[config.mk]
export PLATFORM = sky130hd
export DESIGN_NAME = rad_front
export DESIGN_NICKNAME = d
export VERILOG_FILES = /design/src/design/rad_pkg.sv /design/src/design/rad_front.sv
export SDC_FILE = /design/constraint.sdc
export NUM_CORES = 1
export LEC_CHECK = 0
export BUFFER_PORTS_ARGS = -buffer_cell sky130_fd_sc_hd__buf_2
export CAP_MARGIN = 20
export CORE_MARGIN = 5
export CORE_UTILIZATION = 55
export DETAILED_ROUTE_END_ITERATION = 8
export PLACE_DENSITY = 0.74
export REMOVE_ABC_BUFFERS = 1
export SKIP_CTS_REPAIR_TIMING = 1
export SLEW_MARGIN = 20
export SYNTH_ARGS = -nofsm -noshare
export SYNTH_HDL_FRONTEND = slang
export SYNTH_SLANG_ARGS = --single-unit
[constraint.sdc]
create_clock -name clk_i -period 2.62 [get_ports clk_i]
set_clock_uncertainty 0.15 [all_clocks]
set_input_delay 0.524 -clock clk_i [delete_from_list [all_inputs] [get_ports clk_i]]
set_output_delay 0.524 -clock clk_i [all_outputs]
set_load 0.005 [all_outputs]
[src/design/rad_pkg.sv]
// Shared constants, codes and types of the AVI container parser.
package rad_pkg;

  localparam int unsigned MAX_NEST = 3;
  localparam int unsigned NEST_W   = $clog2(MAX_NEST + 1);
  localparam int unsigned IDX_W    = $clog2(MAX_NEST);
  localparam int unsigned QDEPTH   = 4;
  localparam int unsigned QPTR_W   = $clog2(QDEPTH);
  localparam int unsigned TDATA_W  = 200;

  localparam logic [31:0] FCC_RIFF = 32'h4646_4952;
  localparam logic [31:0] FCC_AVI  = 32'h2049_5641;
  localparam logic [31:0] FCC_LIST = 32'h5453_494C;
  localparam logic [31:0] FCC_HDRL = 32'h6C72_6468;
  localparam logic [31:0] FCC_MOVI = 32'h6976_6F6D;
  localparam logic [31:0] FCC_STRL = 32'h6C72_7473;
  localparam logic [31:0] FCC_AVIH = 32'h6869_7661;
  localparam logic [31:0] FCC_STRH = 32'h6872_7473;
  localparam logic [31:0] FCC_STRF = 32'h6672_7473;
  localparam logic [31:0] FCC_00DC = 32'h6364_3030;
  localparam logic [31:0] FCC_00DB = 32'h6264_3030;
  localparam logic [31:0] FCC_MJPG = 32'h4750_4A4D;
  localparam logic [31:0] USEC_PER_S = 32'd1000000;

  localparam logic [1:0] KIND_FRAME = 2'd0;
  localparam logic [1:0] KIND_DONE  = 2'd1;
  localparam logic [1:0] KIND_ERROR = 2'd2;

  localparam logic [2:0] ERR_NOT_AVI   = 3'd0;
  localparam logic [2:0] ERR_NO_MOVI   = 3'd1;
  localparam logic [2:0] ERR_BAD_FMT   = 3'd2;
  localparam logic [2:0] ERR_MALFORMED = 3'd3;
  localparam logic [2:0] ERR_NO_FRAMES = 3'd4;
  localparam logic [2:0] ERR_NO_SIZE   = 3'd5;

  typedef struct packed {
    logic [1:0]  kind;
    logic [31:0] offset;
    logic [31:0] size;
    logic [31:0] width;
    logic [31:0] height;
    logic [31:0] rate;
    logic [31:0] total;
    logic [2:0]  err;
  } rad_res_t;

  typedef struct packed {
    logic        valid;
    logic [7:0]  data;
  } rad_beat_t;

  typedef struct packed {
    logic        start;
    logic [31:0] dividend;
    logic [31:0] divisor;
  } rad_div_req_t;

  typedef struct packed {
    logic        busy;
    logic        done;
    logic [31:0] quot;
  } rad_div_rsp_t;

endpackage

[src/design/rad_front.sv]
// Input side: takes byte beats into a short queue for the parser.
module rad_front import rad_pkg::*; (
  input  logic      clk_i,
  input  logic      rst_ni,
  input  logic      in_valid_i,
  output logic      in_ready_o,
  input  logic [7:0] in_data_i,
  output rad_beat_t head_o,
  input  logic      pop_i
);

  logic [7:0]        mem_q [QDEPTH];
  logic [QPTR_W-1:0] wptr_q, rptr_q;
  logic [QPTR_W:0]   cnt_q;
  logic              push, pop;

  assign in_ready_o   = (cnt_q != (QPTR_W+1)'(QDEPTH));
  assign push         = in_valid_i && in_ready_o;
  assign pop          = pop_i && (cnt_q != '0);
  assign head_o.valid = (cnt_q != '0);
  assign head_o.data  = mem_q[rptr_q];

  always_ff @(posedge clk_i) begin
    if (push) mem_q[wptr_q] <= in_data_i;
  end

  always_ff @(posedge clk_i or negedge rst_ni) begin
    if (!rst_ni) begin
      wptr_q <= '0;
      rptr_q <= '0;
      cnt_q  <= '0;
    end else begin
      if (push) wptr_q <= wptr_q + 1'b1;
      if (pop)  rptr_q <= rptr_q + 1'b1;
      if (push && !pop) cnt_q <= cnt_q + 1'b1;
      else if (pop && !push) cnt_q <= cnt_q - 1'b1;
    end
  end

endmodule

== Yosys cells after proc, flatten, opt, wreduce, memory -nomap -nowiden ==
Memory sizes are Yosys's and may differ from the RTL's.
Cells that the tools add are included.

* $add $sub $neg: 4
* $mul: 0
* Divide/modulo/power cells: 0
* Magnitude comparators: 0
* Equality and inequality tests: 1
* Shift-type cells: 0
* Mux-type cells: 4
* Bitwise gates (word level): 0
* Reductions and logical operators: 8

{| class="wikitable"
|+ Operators by type and width
! cell !! count
|-
| two-way mux 3 bit || 2
|-
| adder 2 x 1 -> 2 bit (second input constant) || 2
|-
| logical AND 1 bit || 4
|-
| adder 3 x 1 -> 3 bit (second input constant) || 1
|-
| inequality test 3 bit (second input constant) || 1
|-
| nonzero test 3 bit || 1
|-
| subtractor 3 x 1 -> 3 bit (second input constant) || 1
|-
| logical NOT 1 bit || 2
|-
| two-way mux 1 bit || 2
|-
| nonzero test 2 bit || 1
|}

* Flip-flop bits (word level): 7
* Latch bits: 0
* Memory bits (writable): 32
* ROM bits: 0
* Bits of input ports: 12
* Output and inout bits: 10
* Word-level logic and storage cells: 21
* Memories kept: 1

{| class="wikitable"
|+ Memories
! memory !! words !! width !! read ports !! clocked after Yosys merged registers in !! write ports !! RTL line !! RTL
|-
| mem_q || 4 || 8 || 1 || 0 || 1 || rad_front.sv:12 || <nowiki>logic [7:0] mem_q [QDEPTH];</nowiki>
|}

== Longest topological paths before layout ==
Gate-level depths: netlist (run 1).

* Depth after elaboration: 6
* Depth in mapped cells: 8

== Worst setup path after synthesis (run 1) ==
Ideal clock, no wire load.

* Kind: register to register
* Start: register cnt_q[0]
* End: register cnt_q[2]
* Setup time: 0.079 ns
* Arrival time: 1.871 ns
* Required time: 2.391 ns
* Slack: 0.520 ns
* Stages on the path, launching flop included: 9
* Path buffers: 0
* Clock period less this slack: 2.100 ns
* Path through: dfrtp_1 > or3_4 > nand2_4 > ha_1 > inv_1 > fa_1 > xor2_1 > nor2_1 > xor2_1

{| class="wikitable"
|+ RTL lines
! what !! RTL line !! RTL
|-
| start: declaration || rad_front.sv:14 || <nowiki>logic [QPTR_W:0] cnt_q;</nowiki>
|-
| start signal: assignment || rad_front.sv:35 || <nowiki>if (push && !pop) cnt_q <= cnt_q + 1'b1;</nowiki>
|-
| start signal: assignment || rad_front.sv:36 || <nowiki>else if (pop && !push) cnt_q <= cnt_q - 1'b1;</nowiki>
|}

==> flow_summary.ini, run 1 <==
[run_status]
status = finished clean

[cells_and_area]
fin_cells = 138
num_antenna_cells = 0
nets = 124
syn_to_final_growth_pct = 13.0
drive_gt1_share_pct = 41.1
final_area_um2 = 1790

[global_routing]
grt_use_total_pct = 13.6
antenna_found_initial = 0
grt_overflow_total = 0
grt_max_degree = 12
grt_pass1_vias = 833
grt_pass1_wl_um = 4060

[worst_setup_path]
crit_chain = buf_4 > mux4_2 > buf_2
worstSetupPathType = reg -> out
worstPathMaxFanout = 4
crit_required_ns = 1.95
r2r_slack_ns = 0.40
cp-start-kind = register
critPathTopFamily = multiplexers
worst-path-buf-inv = 2
slowest_stage = mux4_2
critPathMaxStageDelay_ns = 0.51
crit_arrival_ns = 1.64
r2r-start = cnt_q[0]
endpoint_kind = output pin
cp-startpoint = rptr_q[0]

[floorplan]
fp.dieW_um = 63.7
fp-row-count = 19
die_area_um2 = 4050
start_util_pct = 57.4
ios = 22
die_h_um = 63.7
core_um2 = 2760

[synthesis]
synth_top_area_share_pct = 60.7
synth_top_family_by_area = multiplexers
yosys_warnings = 0
synth_async_sr_flop_share_pct = 17.9
synth_cell_types = 20
ys_top_cells_by_area = edfxtp_1, mux4_2, dfrtp_1
syn_inst = 77
syn_avg_cell_area_um2 = 20.6
synth_xor_area_share_pct = 3.32
synth_ff_type = edfxtp_1
synth_edf_count = 32
synth_common_cells = edfxtp_1, mux4_2, dfrtp_1
ys_ff_latch = 39
ys_seq_area_share_pct = 71.7
synth_most_common_cell = edfxtp_1
synth_compound_area_share_pct = 0.711
synthAdderAreaFrac_pct = 5.21
synthSimpleGateAreaFrac_pct = 4.50
synth_area_um2 = 1580
yosys-mux-area-fraction_pct = 13.0
synth_top_cell_by_area = edfxtp_1

[placed_design]
dp_hpwl_um = 1760
numPlacedInstances = 129
globalplace.congestion = 0.690
io_buffers = 21
place_area_um2 = 1730

[power_and_ir_drop]
p_int_mw = 1.30
power_density_nw_per_um2 = 1040
power.share.sequential_pct = 51.5
switchingPower_mw = 0.568
p_leak_nw = 0.670
power_mw = 1.86
switching_share_pct = 30.5
combPwrFrac_pct = 33.4
pwr-share-clk_pct = 15.1
ir_drop_mv = 0.702

[sta]
slew_headroom_pct = 68.8
setup_viol = 0
holdWs_ns = 0.254
min_period_ns = 2.31
fmax_mhz = 432
final.period_utilization_pct = 88.3
tns_ns = 0
hold_viol_final = 0
slew_violations = 0
worst_pin_slew_ns = 0.467
rsz0062_at_grt = no

[clock_tree]
clock_sinks = 39
cts.clk_slew.worst_paths_ns = 0.11
insertion_delay_ns = 0.33
numCtsBuffers = 5
cts_tree = built
cts-root-buf = clkbuf_4
htreeDepth = 2
cts_buffer_depth = 2

[min_path]
hp-start = in_data_i[0]
hold_class = in -> reg

[routing]
drcViolationCount = 0
num_vias = 754
drtIter0Drc = 18
viasPerCell = 5.46
dr.pass1.iters = 4
ant_nets = 0
wire_per_inst_um = 17.7
routed_wl_um = 2440

[run]
drv_cap = 0
-- worst register-to-register path: cells and delay by family, from the launching register on --
kind          cells  cell delay, ns
flops             1            0.47
fa+ha+maj         2            0.55
simple gates      3            0.63
buf+inv           1            0.06
xor+xnor          2            0.29
-- cell usage in the layout (no fill, tap or decap), drive strengths merged --
cell	count
a21boi	1
and2	4
buf	23
clkbuf	7
clkinv	1
dfrtp	7
dlygate4sd3	1
edfxtp	32
fa	1
ha	5
inv	3
mux2	2
mux4	8
nand2	2
nand3	1
nor2	2
or3	1
xnor2	4
xor2	2
-- flip-flops by register name (all words and copies together), names as in the netlist --
signal / cells
rptr_q: 2
cnt_q: 3
mem_q: 32
wptr_q: 2
-- cells by family (layout without fill, tap and decap cells) --
| kind of cell | count (synthesis) | after routing |
|---|---|---|
| fa+ha+maj | 6 | 6 |
| simple gates | 10 | 10 |
| flops | 39 | 39 |
| xor+xnor | 6 | 6 |
| mux | 10 | 10 |
| buf+inv | 5 | 35 |
| compound gates | 1 | 1 |
-- power groups by stage --
| stage | sequential (mW) | combinational [mW] | clock, mW |
|---|---|---|---|
| floorplan | 0.960 | 0.407 | 0 |
| global placement | 0.963 | 0.626 | 0 |
| detailed placement | 0.972 | 0.644 | 0 |
| CTS | 0.963 | 0.641 | 0.292 |
| global route | 0.981 | 0.691 | 0.324 |
| finish | 0.960 | 0.623 | 0.282 |
-- worst paths after layout --
check	cells after the start	to
worst max-delay path	3	head_o[3]
worst min-delay path	1	mem_q[2][0]
worst max register to register	8	cnt_q[2]
worst min register to register	1	cnt_q[2]
max in group asynchronous	2	rptr_q[1]
min in group asynchronous	2	cnt_q[2]
-- final cells by class --
class,count,area [um^2]
Clock inverter,1,5.00
Clock buffer,7,45.0
Tap cell,31,38.8
Inverter,3,11.3
Sequential cell,39,1140
Multi-Input combinational cell,33,424
Fill cell,200,967
Timing Repair Buffer,24,130
-- stage by stage --
| stage | utilization [%] | worst slack (ns) |
|---|---|---|
| after global routing | 64.9 | 0.218 |
| final | 64.9 | 0.305 |
| after global placement | 62.7 | 0.470 |
| after floorplan | - | 0.520 |
| after detailed placement | 62.7 | 0.406 |
| after CTS | 64.6 | 0.270 |
-- layer usage --
metal	GRT usage, %	part of all wire, %	vias to the layer above
met4	5.45	1.8	0
met2	24.2	56	13
met3	4.26	3.9	6
met5	0	0	-
li1	-	-	349
met1	14.9	38	386
No activity file was read; power rests on OpenSTA's default activity.
==> run 2, diff against run 1 <==
--- a/config.mk
+++ b/config.mk
@@ -10,7 +10,7 @@
 export CORE_MARGIN = 5
 export CORE_UTILIZATION = 55
 export DETAILED_ROUTE_END_ITERATION = 8
-export PLACE_DENSITY = 0.74
+export PLACE_DENSITY_LB_ADDON = 0.25
 export REMOVE_ABC_BUFFERS = 1
 export SKIP_CTS_REPAIR_TIMING = 1
 export SLEW_MARGIN = 20
==> run 2 against run 1 <==
Worst setup slack got worse by 0.11 ns. Via count decreased by 2.8%. First-iteration DRC count increased by 17%. Clock power increased by 9.2%. Hold slack got worse by 0.0045 ns. Maximum frequency decreased by 4.7%. Global-route usage increased by 0.20 points. Utilization increased by 0.091 points. Clock-buffer cell count unchanged. Largest power group unchanged. Highest routed layer unchanged.
==> flow_summary.ini, run 2 (synthesis results as in run 1) <==
[run]
drv_cap = 0

[power_and_ir_drop]
p_int_mw = 1.31
p_leak_nw = 0.671
power.share.sequential_pct = 52.3
power_mw = 1.87
switchingPower_mw = 0.560
ir_drop_mv = 0.803
pwr-share-clk_pct = 16.5
combPwrFrac_pct = 31.2
switching_share_pct = 30.0
power_density_nw_per_um2 = 1040

[clock_tree]
insertion_delay_ns = 0.33
numCtsBuffers = 5
cts_tree = built
cts-root-buf = clkbuf_4
clock_sinks = 39
cts_buffer_depth = 2
htreeDepth = 2
cts.clk_slew.worst_paths_ns = 0.11

[cells_and_area]
num-fill-cells = 198
largest-register = mem_q
layout_commonest_cell = edfxtp_1
num_antenna_cells = 0
reg_top3 = mem_q (32), cnt_q (3)
largest_reg_flops = 32
syn_to_final_growth_pct = 13.2
nets = 123
final_util_pct = 65.0
drive_gt1_share_pct = 41.5
layout_common_cells = edfxtp_1, buf_2, mux4_2

[sta]
slew_headroom_pct = 63.8
worst_pin_slew_ns = 0.542
min_period_ns = 2.43
rsz0062_at_grt = no
setup_viol = 0
holdWs_ns = 0.250
tns_ns = 0
fmax_mhz = 412
slew_violations = 0
final.period_utilization_pct = 92.7
hold_viol_final = 0

[placed_design]
io_buffers = 21
dp_hpwl_um = 1680
globalplace.congestion = 0.697

[floorplan]
die_area_um2 = 4050
die_h_um = 63.7
fp-row-count = 19
ios = 22
core_um2 = 2760
start_util_pct = 57.4
fp.dieW_um = 63.7

[routing]
drcViolationCount = 0
viasPerCell = 5.35
num_vias = 733
routed_wl_um = 2310
drtIter0Drc = 21
dr.pass1.iters = 4
ant_nets = 0
wire_per_inst_um = 16.9

[worst_setup_path]
slowest_stage = dfrtp_1
crit_required_ns = 1.95
crit_chain = mux4_2 > buf_2
cp-start-kind = register
cp-startpoint = rptr_q[0]
worstSetupPathType = reg -> out
r2r-start = cnt_q[2]
crit_arrival_ns = 1.76
endpoint_kind = output pin
critPathMaxStageDelay_ns = 0.70
worstPathMaxFanout = 9

[global_routing]
grt_max_degree = 13
antenna_found_initial = 0
grt_overflow_total = 0
grt_pass1_vias = 848
grt_pass1_wl_um = 4150
grt_use_total_pct = 13.8

[run_status]
status = finished clean

[min_path]
hp-start = in_data_i[0]
hold_class = in -> reg
-- run 2: cell count changes in the layout (fill, tap and decap cells not counted), sizes merged --
cell	delta
buf	-1
-- run 2: critical path, delay by kind of cell (launching register included) --
| family | cells | cell delay [ns] |
|---|---|---|
| flip-flops | 1 | 0.70 |
| multiplexers | 1 | 0.58 |
| buffers and inverters | 1 | 0.14 |
-- run 2: layout make-up --
type                            count  area [um^2]  area share [%]
Clock inverter                      1         5.00           0.279
Clock buffer                        7         55.1            3.07
Tap cell                           31         38.8            2.16
Sequential cell                    39         1140            63.4
Timing Repair Buffer               23          123            6.84
Multi-Input combinational cell     33          424            23.7
Inverter                            3         11.3           0.628
-- run 2: final timing paths --
path	cells after the start	endpoint	slack (ns)
min reg2reg	1	cnt_q[2]	0.42
max reg2reg	8	cnt_q[2]	0.38
max in group asynchronous	2	wptr_q[0]	1.78
min	1	mem_q[0][0]	0.25
min in group asynchronous	2	cnt_q[0]	0.38
max	2	head_o[2]	0.19
-- run 2: per-layer routing --
layer | track usage (%) | wire length (um)
met5 | 0 | 0
met4 | 5.45 | 37
met3 | 5.33 | 126
met2 | 21.8 | 1210
met1 | 17.1 | 942
-- run 2: metrics by stage --
stage / setup WS (ns) / area, um^2 / cells
global placement: 0.478 / 1720 / 128
CTS: 0.119 / 1780 / 136
global route: 0.0463 / 1790 / 137
finish: 0.190 / 1790 / 137
detailed placement: 0.343 / 1720 / 128
floorplan: 0.520 / 1570 / 75
-- run 2: power groups by stage --
| stage | combinational (mW) | clock (mW) | sequential, mW |
|---|---|---|---|
| 5_1_grt | 0.659 | 0.352 | 1.01 |
| 6_report | 0.584 | 0.308 | 0.979 |
| 4_1_cts | 0.595 | 0.317 | 0.988 |
| 3_3_place_gp | 0.577 | 0 | 0.990 |
| 2_1_floorplan | 0.407 | 0 | 0.960 |
| 3_5_place_dp | 0.596 | 0 | 1.00 |
