--- src/design/rad_pkg.sv ---
// Shared constants, codes and types of the AVI container parser.
package rad_pkg;

  localparam int unsigned MAX_NEST = 3;
  localparam int unsigned NEST_W   = $clog2(MAX_NEST + 1);
  localparam int unsigned IDX_W    = $clog2(MAX_NEST);
  localparam int unsigned QDEPTH   = 4;
  localparam int unsigned QPTR_W   = $clog2(QDEPTH);
  localparam int unsigned TDATA_W  = 200;

  localparam logic [31:0] FCC_RIFF = 32'h4646_4952;
  localparam logic [31:0] FCC_AVI  = 32'h2049_5641;
  localparam logic [31:0] FCC_LIST = 32'h5453_494C;
  localparam logic [31:0] FCC_HDRL = 32'h6C72_6468;
  localparam logic [31:0] FCC_MOVI = 32'h6976_6F6D;
  localparam logic [31:0] FCC_STRL = 32'h6C72_7473;
  localparam logic [31:0] FCC_AVIH = 32'h6869_7661;
  localparam logic [31:0] FCC_STRH = 32'h6872_7473;
  localparam logic [31:0] FCC_STRF = 32'h6672_7473;
  localparam logic [31:0] FCC_00DC = 32'h6364_3030;
  localparam logic [31:0] FCC_00DB = 32'h6264_3030;
  localparam logic [31:0] FCC_MJPG = 32'h4750_4A4D;
  localparam logic [31:0] USEC_PER_S = 32'd1000000;

  localparam logic [1:0] KIND_FRAME = 2'd0;
  localparam logic [1:0] KIND_DONE  = 2'd1;
  localparam logic [1:0] KIND_ERROR = 2'd2;

  localparam logic [2:0] ERR_NOT_AVI   = 3'd0;
  localparam logic [2:0] ERR_NO_MOVI   = 3'd1;
  localparam logic [2:0] ERR_BAD_FMT   = 3'd2;
  localparam logic [2:0] ERR_MALFORMED = 3'd3;
  localparam logic [2:0] ERR_NO_FRAMES = 3'd4;
  localparam logic [2:0] ERR_NO_SIZE   = 3'd5;

  typedef struct packed {
    logic [1:0]  kind;
    logic [31:0] offset;
    logic [31:0] size;
    logic [31:0] width;
    logic [31:0] height;
    logic [31:0] rate;
    logic [31:0] total;
    logic [2:0]  err;
  } rad_res_t;

  typedef struct packed {
    logic        valid;
    logic [7:0]  data;
  } rad_beat_t;

  typedef struct packed {
    logic        start;
    logic [31:0] dividend;
    logic [31:0] divisor;
  } rad_div_req_t;

  typedef struct packed {
    logic        busy;
    logic        done;
    logic [31:0] quot;
  } rad_div_rsp_t;

endpackage

--- src/design/rad_div.sv ---
// Restoring divider, one quotient bit per cycle.
module rad_div import rad_pkg::*; (
  input  logic         clk_i,
  input  logic         rst_ni,
  input  rad_div_req_t req_i,
  output rad_div_rsp_t rsp_o
);

  logic        busy_q, done_q;
  logic [4:0]  cnt_q;
  logic [31:0] rem_q, quo_q, dvs_q;
  logic [32:0] sh, diff;

  assign sh   = {rem_q, quo_q[31]};
  assign diff = sh - {1'b0, dvs_q};

  assign rsp_o.busy = busy_q;
  assign rsp_o.done = done_q;
  assign rsp_o.quot = quo_q;

  always_ff @(posedge clk_i or negedge rst_ni) begin
    if (!rst_ni) begin
      busy_q <= 1'b0;
      done_q <= 1'b0;
      cnt_q  <= '0;
    end else begin
      done_q <= 1'b0;
      if (req_i.start) begin
        busy_q <= 1'b1;
        cnt_q  <= '0;
      end else if (busy_q) begin
        cnt_q <= cnt_q + 1'b1;
        if (cnt_q == 5'd31) begin
          busy_q <= 1'b0;
          done_q <= 1'b1;
        end
      end
    end
  end

  always_ff @(posedge clk_i) begin
    if (req_i.start) begin
      rem_q <= '0;
      quo_q <= req_i.dividend;
      dvs_q <= req_i.divisor;
    end else if (busy_q) begin
      if (!diff[32]) begin
        rem_q <= diff[31:0];
        quo_q <= {quo_q[30:0], 1'b1};
      end else begin
        rem_q <= sh[31:0];
        quo_q <= {quo_q[30:0], 1'b0};
      end
    end
  end

endmodule

--- config.mk ---
export PLATFORM = sky130hd
export DESIGN_NAME = rad_div
export DESIGN_NICKNAME = d
export VERILOG_FILES = /design/src/design/rad_pkg.sv /design/src/design/rad_div.sv
export SDC_FILE = /design/constraint.sdc
export NUM_CORES = 1
export LEC_CHECK = 0
export BUFFER_PORTS_ARGS = -buffer_cell sky130_fd_sc_hd__buf_2
export CAP_MARGIN = 20
export CORE_MARGIN = 1
export CORE_UTILIZATION = 30
export DETAILED_ROUTE_END_ITERATION = 8
export HOLD_SLACK_MARGIN = 0.15
export PLACE_DENSITY = 0.51
export SYNTH_ARGS = -nofsm -noshare
export SYNTH_HDL_FRONTEND = slang
export SYNTH_SLANG_ARGS = --single-unit
export TNS_END_PERCENT = 20
--- constraint.sdc ---
create_clock -name clk_i -period 5.8 [get_ports clk_i]
set_input_delay 0.29 -clock clk_i [delete_from_list [all_inputs] [get_ports clk_i]]
set_output_delay 0.29 -clock clk_i [all_outputs]
set_load 0.02 [all_outputs]
; Word level (Yosys, flattened, before mapping)
; Index checks and enable logic that the tools add are counted.
[op_classes]
add_sub_neg = 2
n_eq_ne = 1
n_mux = 12
reduce_logical = 1
[ops]
columns = cell, count
row1 = $mux 32, 3
row2 = $sub 33x32->33, 1
row3 = $mux 5, 2
row4 = $mux 1, 7
row5 = $add 5x1->5 const B, 1
row6 = $eq 5x5->1 const B, 1
row7 = $reduce_bool 2->1, 1
[word_totals]
regBits = 103
input_bits = 67
elab_cells = 22

; Logic depth before layout (Yosys ltp)
; Gate-level depths: netlist of run 1.
[depth]
word_depth = 4
depth_mapped = 13
mapped_depth_nobuf = 12

; Worst setup path after synthesis of run 1
; No wires, ideal clock.
[synth_path]
path_kind = register -> register
startpoint = register quo_q[31]
endpoint = register rem_q[0]
setup_time_ps = 86
arrival_ps = 2904
t_required_ps = 5714
slack_ps = 2810
stages_incl_launch_ff = 13
n_path_buf = 0
synth_period_minus_slack_ps = 2990
path_cell_list = edfxtp_1 -> inv_1 -> ha_1 -> fa_1 -> nand2b_1 -> a21oi_1 -> o21a_2 -> nand4bb_1 -> and4_4 -> a31oi_4 -> xnor2_4 -> mux2_2 -> a211oi_1
[synth_via]
elab_chain_cells = 2
[synth_lines]
columns = element, line_no
row1 = start: declaration, rad_div.sv:11  ; logic [31:0] rem_q, quo_q, dvs_q;
row2 = start signal: assignment, rad_div.sv:44  ; quo_q <= req_i.dividend;
row3 = start signal: assignment, rad_div.sv:49  ; quo_q <= {quo_q[30:0], 1'b1};
row4 = start signal: assignment, rad_div.sv:52  ; quo_q <= {quo_q[30:0], 1'b0};
row5 = $sub 33x32->33, rad_div.sv:15  ; assign diff = sh - {1'b0, dvs_q};
row6 = $mux 32 (*), rad_div.sv:47  ; if (!diff[32]) begin
row7 = end signal: assignment, rad_div.sv:48  ; rem_q <= diff[31:0];
row8 = end signal: assignment, rad_div.sv:51  ; rem_q <= sh[31:0];
row9 = end: declaration, rad_div.sv:11
; Mark *: on every way between the ends. The rest lies on a longest branch, timed or not.
; A chain may end at the register's enable or synchronous reset.

; Final worst setup path of run 1
[layout_path]
startpoint = register quo_q[31]
endpoint = register rem_q[19]
[layout_via]
elab_chain_cells = 2
[layout_lines]
columns = element, line_no
row1 = $sub 33x32->33, rad_div.sv:15
row2 = $mux 32, rad_div.sv:47
; Every way passes these cells.

==> results of run 1 <==
## cell families (layout without fill, tap and decap cells)
group | count (synthesis) | after routing | share of synthesized area
compound gates | 121 | 121 | 0.150
simple gates | 105 | 105 | 0.0870
flops | 103 | 103 | 0.470
mux | 65 | 65 | 0.119
buf+inv | 64 | 191 | 0.0464
fa+ha+maj | 35 | 35 | 0.0765
xor+xnor | 32 | 32 | 0.0514
## critical path, delay by kind of cell, from the launching register on
kind	cells	cell delay, ns
AOI/OAI and AO/OA	4	0.60
xor gates and xnor gates	1	0.74
adders and majority gates	2	0.62
buffers and inverters	2	0.44
DFF	1	0.35
muxes	1	0.23
and+or+nand+nor	3	0.62
## layout make-up
class                           count  share of cell area
Clock buffer                       10              0.0330
Multi-Input combinational cell    358               0.389
Tap cell                          260              0.0450
Sequential cell                   103               0.379
Clock inverter                      6              0.0159
Inverter                           39              0.0202
Timing Repair Buffer              136               0.118
## routing by layer
layer | routed length [µm] | vias to the layer above | share of wire
li1 | - | 2172 | -
met1 | 6070 | 2020 | 0.48
met2 | 6080 | 55 | 0.48
met3 | 316 | 10 | 0.025
met4 | 123 | 0 | 0.0098
met5 | 0 | - | 0
## synth_stat cells (5+ instances only)
| cell type | n | area, µm² |
|---|---|---|
| a211oi_1 | 31 | 233 |
| a21o_1 | 11 | 82.6 |
| a21oi_1 | 29 | 145 |
| and3_1 | 8 | 50.1 |
| clkbuf_1 | 19 | 71.3 |
| dfrtp_1 | 7 | 175 |
| dfxtp_1 | 32 | 641 |
| edfxtp_1 | 64 | 1920 |
| ha_1 | 34 | 425 |
| inv_1 | 39 | 146 |
| mux2_2 | 34 | 383 |
| mux2i_1 | 31 | 310 |
| nand2_1 | 18 | 67.6 |
| nand2b_1 | 7 | 43.8 |
| nor2_1 | 47 | 176 |
| o21ai_0 | 9 | 45.0 |
| o21bai_1 | 5 | 37.5 |
| xnor2_1 | 19 | 166 |
| xor2_1 | 12 | 105 |
## per-stage QoR
stage / hold slack [ns] / power (W)
6_report: 0.232 / 0.00314
5_1_grt: 0.220 / 0.00337
4_1_cts: 0.212 / 0.00319
3_5_place_dp: 0.133 / 0.00242
3_3_place_gp: 0.138 / 0.00241
2_1_floorplan: -0.00559 / 0.00215
## sequential cells by signal, indices dropped and copies added (netlist names)
| name | cells |
|---|---|
| dvs_q | 32 |
| quo_q | 32 |
| rem_q | 32 |
| cnt_q | 5 |
| busy_q | 1 |
| done_q | 1 |
## worst min path at each step
stage                     cells past startpoint  slack [ns]      start                  end
after CTS                                     2        0.21  req_i[50]  quo_q[18]$_DFFE_PP_
after global placement                        1        0.14     rst_ni     done_q$_DFF_PN0_
after floorplan                               0      -0.006     rst_ni     busy_q$_DFF_PN0_
after global routing                          2        0.22  req_i[48]  quo_q[16]$_DFFE_PP_
after detailed placement                      1        0.13     rst_ni     done_q$_DFF_PN0_
final                                         2        0.23  req_i[50]  quo_q[18]$_DFFE_PP_
## where the power goes
group	internal, W	total (W)	switching (W)
Sequential	0.000937	0.00104	0.000107
Clock	0.000436	0.000720	0.000284
Combinational	0.000641	0.00137	0.000730
Total	0.00201	0.00314	0.00112
==> out/results.tsv, run 1 <==
metric	value	unit
status	finished, final reports clean	
via_per_inst	4.67	
clk-insertion-delay-late	0.35	ns
placed_cells	863	
worstPathArrival	3.96	ns
fillers	1917	
pre_cts_ws	1.95	ns
htree_levels	3	
netlist_area	5820	µm²
io_buffers	100	
routedWlPerCell	13.8	µm
postCtsHoldBufs	33	
async_reset_ff_frac	0.0680	
max_freq	265	MHz
synth_cell_types	59	
regArea	2740	µm²
finalCriticalPeriod	3.77	ns
clkTransAtPathRegs	0.07	ns
p_per_area	433	nW/µm²
cp_slowest_cell	xnor2_4	
final_max_slew_viol_count	0	
grt_max_degree	70	
wirelength	12600	µm
grt_overflow	0	
endpoint	rem_q[19]$_SDFFE_PP0P_	
tritoncts	built	
synth_edf_count	64	
critPathRequiredTime	5.99	ns
final.period_utilization	0.650	
gr-usage-met2	0.219	
top_usage_layer	met2	
die_width	141	µm
std_cell_rows	50	
rsz0062_at_grt	false	
vdd_drop_max	191	µV
grt_usage	0.133	
setup_violations	0	
placed_area	6550	µm²
via_count	4257	
path_cells	inv_1, ha_1, fa_1, nand2b_1, a21oi_1, o21a_2, nand4bb_1, and4_4, a31oi_4, xnor2_4, buf_4, mux2i_1, a211oi_1	
num_io_pins	101	
path_max_fanout	22	
r2r_end	rem_q[19]$_SDFFE_PP0P_	
cts_setup_buffers	0	
antenna_found_initial	0	
use_met3	0.0300	
synthCells	525	
drtPass1Iterations	4	
drtIter0Drc	227	
drv_cap	0	
hold_viol_final	0	
holdCritPathClass	primary input to flop	
core	18900	µm²
p_leak	3.10	nW
cts_resized	0	
grt_pass1_vias	4265	
syn_nets	627	
cts_buffers	9	
critPathKind	flop to flop	
syn_area_per_cell	11.1	µm²
post-route-util	0.383	
regToRegSetupSlack	2.03	ns
final_cell_mix	99 x buf_2, 64 x edfxtp_1, 47 x nor2_1	
relSlewSlack	0.382	
clockRootBuffer	clkbuf_16	
antenna_left	0	
hpwlAfterDp	9060	µm
final_nets	749	
cts.sinks	103	
die-area	20000	µm²
yosysWarnings	0	
antenna_cells	0	
fin_skew	0.00788	ns
multi_input_area	2820	µm²
start_util	0.308	
drive_above_1_share	0.248	
synthFlopType	edfxtp_1	
tns	0	ns
ys_seq_area_frac	0.470	
use_met1	0.173	
clockBufferDepth	2	
final_common_cell	buf_2	
fin_ws	2.03	ns
ys_ff_latch	103	
critPathLaunchType	flop	
tightest_slew	0.927	ns
syn2layout_area_growth	24.3	%
end_kind	flop	
design_area	7240	µm²
ff2ff_path_depth	13	
crit_path_start	quo_q[31]$_DFFE_PP_	
die_h	141	µm
gp_congestion	0.828	
rr_startpoint	quo_q[31]$_DFFE_PP_	
grt_pass1_wl	21000	µm
route.detailed.drc	0	
stdcell_count	912	
cp_slowest_stage_delay	0.74	ns
(Power assumes the default switching activity.)
==> run 2: changes to the inputs <==
PLACE_DENSITY = 0.53   (was 0.51)
clock period = 3.3 ns   (was 5.8 ns; I/O delays follow)
==> run 2 against run 1 <==
Compared with the run above:
- non-clock buffer count grew 40
- core utilization grew 2.3 points
- worst hold slack lost 0.062 ns
- wire length grew 5.9%
- clock skew is essentially flat
- via count grew 4.8%
- flip-flop and latch count is the same
- combinational power grew 93%
- clock-buffer cell count is the same
- clock power grew 74%
- largest cell class unchanged
- highest routed layer unchanged
==> out/results.tsv, run 2 (synthesis results as in run 1) <==
metric	value	unit	change
use_met3	0.0270		-0.00304
grt_pass1_vias	4403		+3.2%
top_usage_layer	met2		
clockRootBuffer	clkbuf_16		
routedWlPerCell	14.0	µm	+1.5%
p_per_area	748	nW/µm²	+73%
std_cell_rows	50		unchanged
antenna_found_initial	0		unchanged
tns	0	ns	unchanged
cts.sinks	103		unchanged
start_util	0.308		unchanged
critPathRequiredTime	3.41	ns	-2.58 ns
final_max_slew_viol_count	0		unchanged
htree_levels	3		unchanged
antenna_cells	0		unchanged
route.detailed.drc	0		unchanged
gr-usage-met2	0.231		+0.0120
tightest_slew	0.776	ns	-0.152 ns
drtIter0Drc	179		-21%
worstPathArrival	3.17	ns	-0.79 ns
regToRegSetupSlack	0.24	ns	-1.79 ns
path_max_fanout	5		-77%
via_per_inst	4.69		+0.41%
die_width	141	µm	unchanged
p_switching	0.00204	W	+82%
ff2ff_path_depth	13		unchanged
clockBufferDepth	2		unchanged
status	finished, final reports clean		
drtPass1Iterations	4		unchanged
regArea	2740	µm²	unchanged
grt_pass1_wl	21600	µm	+2.9%
wirelength	13300	µm	+5.9%
core	18900	µm²	unchanged
clk-insertion-delay-late	0.35	ns	about the same
die-area	20000	µm²	unchanged
tritoncts	built		
grt_usage	0.138		+0.00531
fin_skew	0.00829	ns	+0.000409 ns
vdd_drop_max	339	µV	+77%
gp_congestion	0.823		-0.57%
clkTransAtPathRegs	0.07	ns	about the same
pwr-share-seq	0.320		-0.013
antenna_left	0		unchanged
p_comb_frac	0.462		+0.025
finalCriticalPeriod	3.06	ns	-0.707 ns
rr_startpoint	quo_q[31]$_DFFE_PP_		
clkPwrFrac	0.218		-0.012
holdCritPathClass	primary input to asynchronous set/reset pin		
p_leak	3.29	nW	+5.9%
die_h	141	µm	unchanged
fillers	1924		+0.37%
io_buffers	100		unchanged
whs	0.170	ns	-0.0619 ns
final_common_cell	buf_2		
num_io_pins	101		unchanged
critPathKind	flop to flop		
hold_viol_final	0		unchanged
internal_power	0.00370	W	+84%
syn2layout_area_growth	31.6	%	
max_freq	327	MHz	+23%
rsz0062_at_grt	false		
final_cell_mix	99 x buf_2, 65 x dlygate4sd3_1, 64 x edfxtp_1		
grt_overflow	0		unchanged
grt_max_degree	40		-43%
final.period_utilization	0.928		+0.278
setup_violations	0		unchanged
relSlewSlack	0.483		+0.101
drive_above_1_share	0.249		about the same
switching_share	0.355		-0.00233
reg_top3	dvs_q x32, quo_q x32, rem_q x32		
use_met1	0.175		+0.00179
hpwlAfterDp	9290	µm	+2.6%
final_nets	789		+5.3%
r2r_end	quo_q[0]$_DFFE_PP_		
cts_buffers	9		unchanged
critPathLaunchType	flop		
drv_cap	0		unchanged
via_count	4462		+4.8%
multi_input_area	2840	µm²	+0.89%
end_kind	flop		
==> run 2: metal layers <==
metal	share of wire	routed length (µm)
met1	0.48	6340
met2	0.49	6500
met3	0.023	304
met4	0.015	200
met5	0	0
==> run 2: layout make-up <==
cell class,count,area share
sequential,103,0.357
timing repair buffer,176,0.166
inverter,39,0.0191
clock inverter,6,0.0150
clock buffer,10,0.0299
multi-input combinational,358,0.371
tap,260,0.0424
==> run 2: worst max-delay path, stage by stage (launching register included) <==
cell       delay (ns)
edfxtp_1         0.35
inv_1            0.06
ha_1             0.22
fa_1             0.40
nand2b_1         0.19
a21oi_2          0.16
o21a_2           0.18
nand4bb_4        0.14
and4_4           0.26
a31oi_4          0.12
xnor2_4          0.16
buf_4            0.16
buf_4            0.16
mux2_2           0.25
==> run 2: worst max path at each step <==
stage / startpoint / to / slack [ns] / cells past startpoint
2_1_floorplan: quo_q[31]$_DFFE_PP_ / rem_q[0]$_SDFFE_PP0P_ / 0.31 / 12
3_3_place_gp: quo_q[31]$_DFFE_PP_ / rem_q[16]$_SDFFE_PP0P_ / 0.28 / 13
3_5_place_dp: quo_q[31]$_DFFE_PP_ / rem_q[9]$_SDFFE_PP0P_ / 0.18 / 13
4_1_cts: quo_q[31]$_DFFE_PP_ / rem_q[12]$_SDFFE_PP0P_ / 0.13 / 13
5_1_grt: quo_q[31]$_DFFE_PP_ / rem_q[27]$_SDFFE_PP0P_ / 0.01 / 14
6_report: quo_q[31]$_DFFE_PP_ / quo_q[0]$_DFFE_PP_ / 0.24 / 13
==> run 2: metrics by stage <==
stage / util / area, µm² / worst slack [ns] / total power, W / std cells
final: 0.406 / 7660 / 0.238 / 0.00574 / 952
after floorplan: - / 5820 / 0.310 / 0.00378 / 525
after global placement: 0.349 / 6590 / 0.277 / 0.00427 / 867
after CTS: 0.402 / 7590 / 0.127 / 0.00565 / 948
after detailed placement: 0.349 / 6590 / 0.177 / 0.00430 / 867
after global routing: 0.406 / 7660 / 0.0130 / 0.00614 / 952
==> run 2: timing repair <==
| action | 4_1_cts | 5_1_grt |
|---|---|---|
| endpoints found under the hold margin | 71 | 0 |
| setup endpoints to repair | 0 | 31 |
| hold buffers | 65 | 0 |
| resized for setup | 0 | 4 |
| setup buffers | 0 | 3 |
==> run 2: power by group through the flow <==
stage / sequential [W] / clock, W / combinational (W)
floorplan: 0.00188 / 0 / 0.00190
CTS: 0.00184 / 0.00129 / 0.00251
finish: 0.00184 / 0.00125 / 0.00265
global route: 0.00188 / 0.00134 / 0.00292
global placement: 0.00186 / 0 / 0.00242
detailed placement: 0.00187 / 0 / 0.00244
==> run 3: changes to the inputs <==
ABC_AREA = 1   (was not set)
PLACE_DENSITY = not set   (was 0.53)
PLACE_DENSITY_LB_ADDON = 0.15   (was not set)
==> run 3 against run 2 <==
Compared with the run above:
- clock skew is 0.0085 ns higher
- die area increased by 18%
- worst hold slack improved by 0.053 ns
- maximum frequency increased by 16%
- critical path depth is 2 higher
- clock power shrank 6%
- area after synthesis is 19% higher
- synthesized cell count up 96%
- largest cell class unchanged
==> out/results.tsv, run 3 <==
metric	value	unit	change
cp_slowest_cell	fa_1		
critPathKind	flop to flop		
rr_startpoint	quo_q[31]$_DFFE_PP_		
cts.sinks	103		unchanged
grt_pass1_vias	6304		+43%
p_per_area	370	nW/µm²	-51%
final_max_slew_viol_count	0		unchanged
wirelength	18600	µm	+40%
drive_above_1_share	0.120		-0.128
p_leak	4.74	nW	+44%
path_max_fanout	33		+28
syn_area_per_cell	6.71	µm²	-40%
start_util	0.305		-0.00304
synthCells	1030		+96%
grt_overflow	0		unchanged
crit_path_start	quo_q[31]$_DFFE_PP_		
grt_max_degree	56		+40%
grt_usage	0.166		+0.0280
netlist_area	6910	µm²	+19%
std_cell_rows	55		+10%
regToRegSetupSlack	0.66	ns	+0.42 ns
synth_top_cell_area_share	0.278		-0.0519
critPathLaunchType	flop		
antenna_found_initial	0		unchanged
synth_top_area_cell	edfxtp_1		
ys_top_cells_by_area	edfxtp_1 28%, nand2_1 25%, inv_1 12%		
holdCritPathClass	primary input to flop		
status	finished, final reports clean		
fin_skew	0.0168	ns	+0.00849 ns
synth.most_common_cell	nand2_1		
vdd_drop_max	210	µV	-38%
tns	0	ns	unchanged
ys_ff_latch	103		unchanged
clk-insertion-delay-late	0.37	ns	+0.02 ns
synthSimpleGateAreaFrac	0.361		+0.274
synth_common_cells	463 x nand2_1, 212 x inv_1, 64 x edfxtp_1		
grt_pass1_wl	31200	µm	+44%
crit_family	simple AND/OR/NAND/NOR gates		
cp_slowest_stage_delay	0.41	ns	about the same
endpoint	quo_q[0]$_DFFE_PP_		
cts_buffers	9		unchanged
drtIter0Drc	276		+54%
cts_resized	0		unchanged
fillers	2411		+25%
clkTransAtPathRegs	0.10	ns	+0.03 ns
r2r_end	quo_q[0]$_DFFE_PP_		
ff2ff_path_depth	15		+2
clockBufferDepth	2		unchanged
finalCriticalPeriod	2.64	ns	-0.419 ns
core	22600	µm²	+20%
drv_cap	0		unchanged
worstPathArrival	2.75	ns	-0.42 ns
ys_seq_area_frac	0.396		-0.0739
relSlewSlack	0.323		-0.159
drtPass1Iterations	5		+1
antenna_left	0		unchanged
path_cells	inv_1, ha_1, fa_1, inv_1, nand2_1, nand2_1, nand3_1, nand2_2, nand2_1, nand2_1, nand2_2, nand2_2, nand2_2, nand2_4, o21ai_0		
final_common_cell	nand2_1		
clockRootBuffer	clkbuf_16		
io_buffers	100		unchanged
num_io_pins	101		unchanged
cp_num_cells	15		+2
final.period_utilization	0.801		-0.127
synth_cell_types	34		-42%
rsz0062_at_grt	false		
syn_nets	1132		+81%
synth_compound_gate_area_share	0.0239		-0.126
route.detailed.drc	0		unchanged
synth_top_family_by_area	simple AND/OR/NAND/NOR gates		
die-area	23600	µm²	+18%
cts_setup_buffers	0		unchanged
tritoncts	built		
final_cell_mix	463 x nand2_1, 212 x inv_1, 100 x buf_2		
synth_xor_area_frac	0.0190		-0.0323
die_width	154	µm	+8.8%
synth_edf_count	64		unchanged
die_h	154	µm	+8.8%
hpwlAfterDp	13700	µm	+47%
synthAdderAreaFrac	0.0645		-0.0120
via_per_inst	4.30		-8.3%
synthFlopType	edfxtp_1		
tightest_slew	1.01	ns	+0.238 ns
async_reset_ff_frac	0.0680		unchanged
routedWlPerCell	12.6	µm	-10%
reg_top3	dvs_q x32, quo_q x32, rem_q x32		
critPathBufInv	2		-1
via_count	6369		+43%
htree_levels	3		unchanged
max_freq	378	MHz	+16%
setup_violations	0		unchanged
final_nets	1294		+64%
critPathRequiredTime	3.41	ns	about the same
yosysWarnings	0		unchanged
end_kind	flop		
whs	0.223	ns	+0.0528 ns
syn2layout_area_growth	25.4	%	
gp_congestion	0.894		+8.7%
antenna_cells	0		unchanged
hold_viol_final	0		unchanged
yosys-mux-area-fraction	0		-0.119
run 3: layer usage:
metal	track usage	vias up	share of wire
met4	0.0424	0	0.0093
li1	-	3419	-
met1	0.221	2822	0.51
met3	0.0313	10	0.040
met5	0	-	0
met2	0.276	118	0.44
run 3: worst min path at each step:
stage,start,endpoint,cells after the start
after floorplan,rst_ni,busy_q$_DFF_PN0_,0
after global placement,rst_ni,cnt_q[2]$_DFFE_PN0P_,1
after detailed placement,rst_ni,cnt_q[2]$_DFFE_PN0P_,1
after CTS,req_i[64],done_q$_DFF_PN0_,2
after global routing,req_i[64],done_q$_DFF_PN0_,2
final,req_i[64],done_q$_DFF_PN0_,2
run 3: cell type report:
class / instances / area (µm²) / share of cell area
Sequential cell: 103 / 2740 / 0.316
Tap cell: 285 / 357 / 0.0412
Timing Repair Buffer: 171 / 1200 / 0.139
Clock inverter: 7 / 96.3 / 0.0111
Clock buffer: 9 / 225 / 0.0260
Multi-Input combinational cell: 693 / 3240 / 0.374
Inverter: 214 / 803 / 0.0927
run 3: logic make-up after synthesis:
family,Yosys count
xor gates and xnor gates,15
AOI/OAI and AO/OA,31
adders and majority gates,35
buffers and inverters,234
and+or+nand+nor,612
DFF,103
run 3: timing repair:
action	4_1_cts	5_1_grt
endpoints found under the setup margin	0	0
hold endpoints to repair	71	0
hold buffers	67	0
run 3: power breakdown:
group          switching, W  internal (W)  leakage (nW)  total (W)
clock              0.000622      0.000558         0.156    0.00118
combinational      0.000314      0.000215          3.57   0.000529
sequential        0.0000391       0.00145          1.01    0.00149
total              0.000975       0.00223          4.74    0.00320
run 3: metrics by stage:
| step | cell area [µm²] | setup WS [ns] | total power, W | instances | util |
|---|---|---|---|---|---|
| final | 8660 | 0.656 | 0.00320 | 1482 | 0.383 |
| after detailed placement | 7670 | 0.587 | 0.00199 | 1399 | 0.339 |
| after CTS | 8660 | 0.591 | 0.00325 | 1482 | 0.383 |
| after global routing | 8660 | 0.355 | 0.00337 | 1482 | 0.383 |
| after floorplan | 6910 | 0.892 | 0.00183 | 1030 | - |
| after global placement | 7670 | 0.705 | 0.00200 | 1399 | 0.339 |
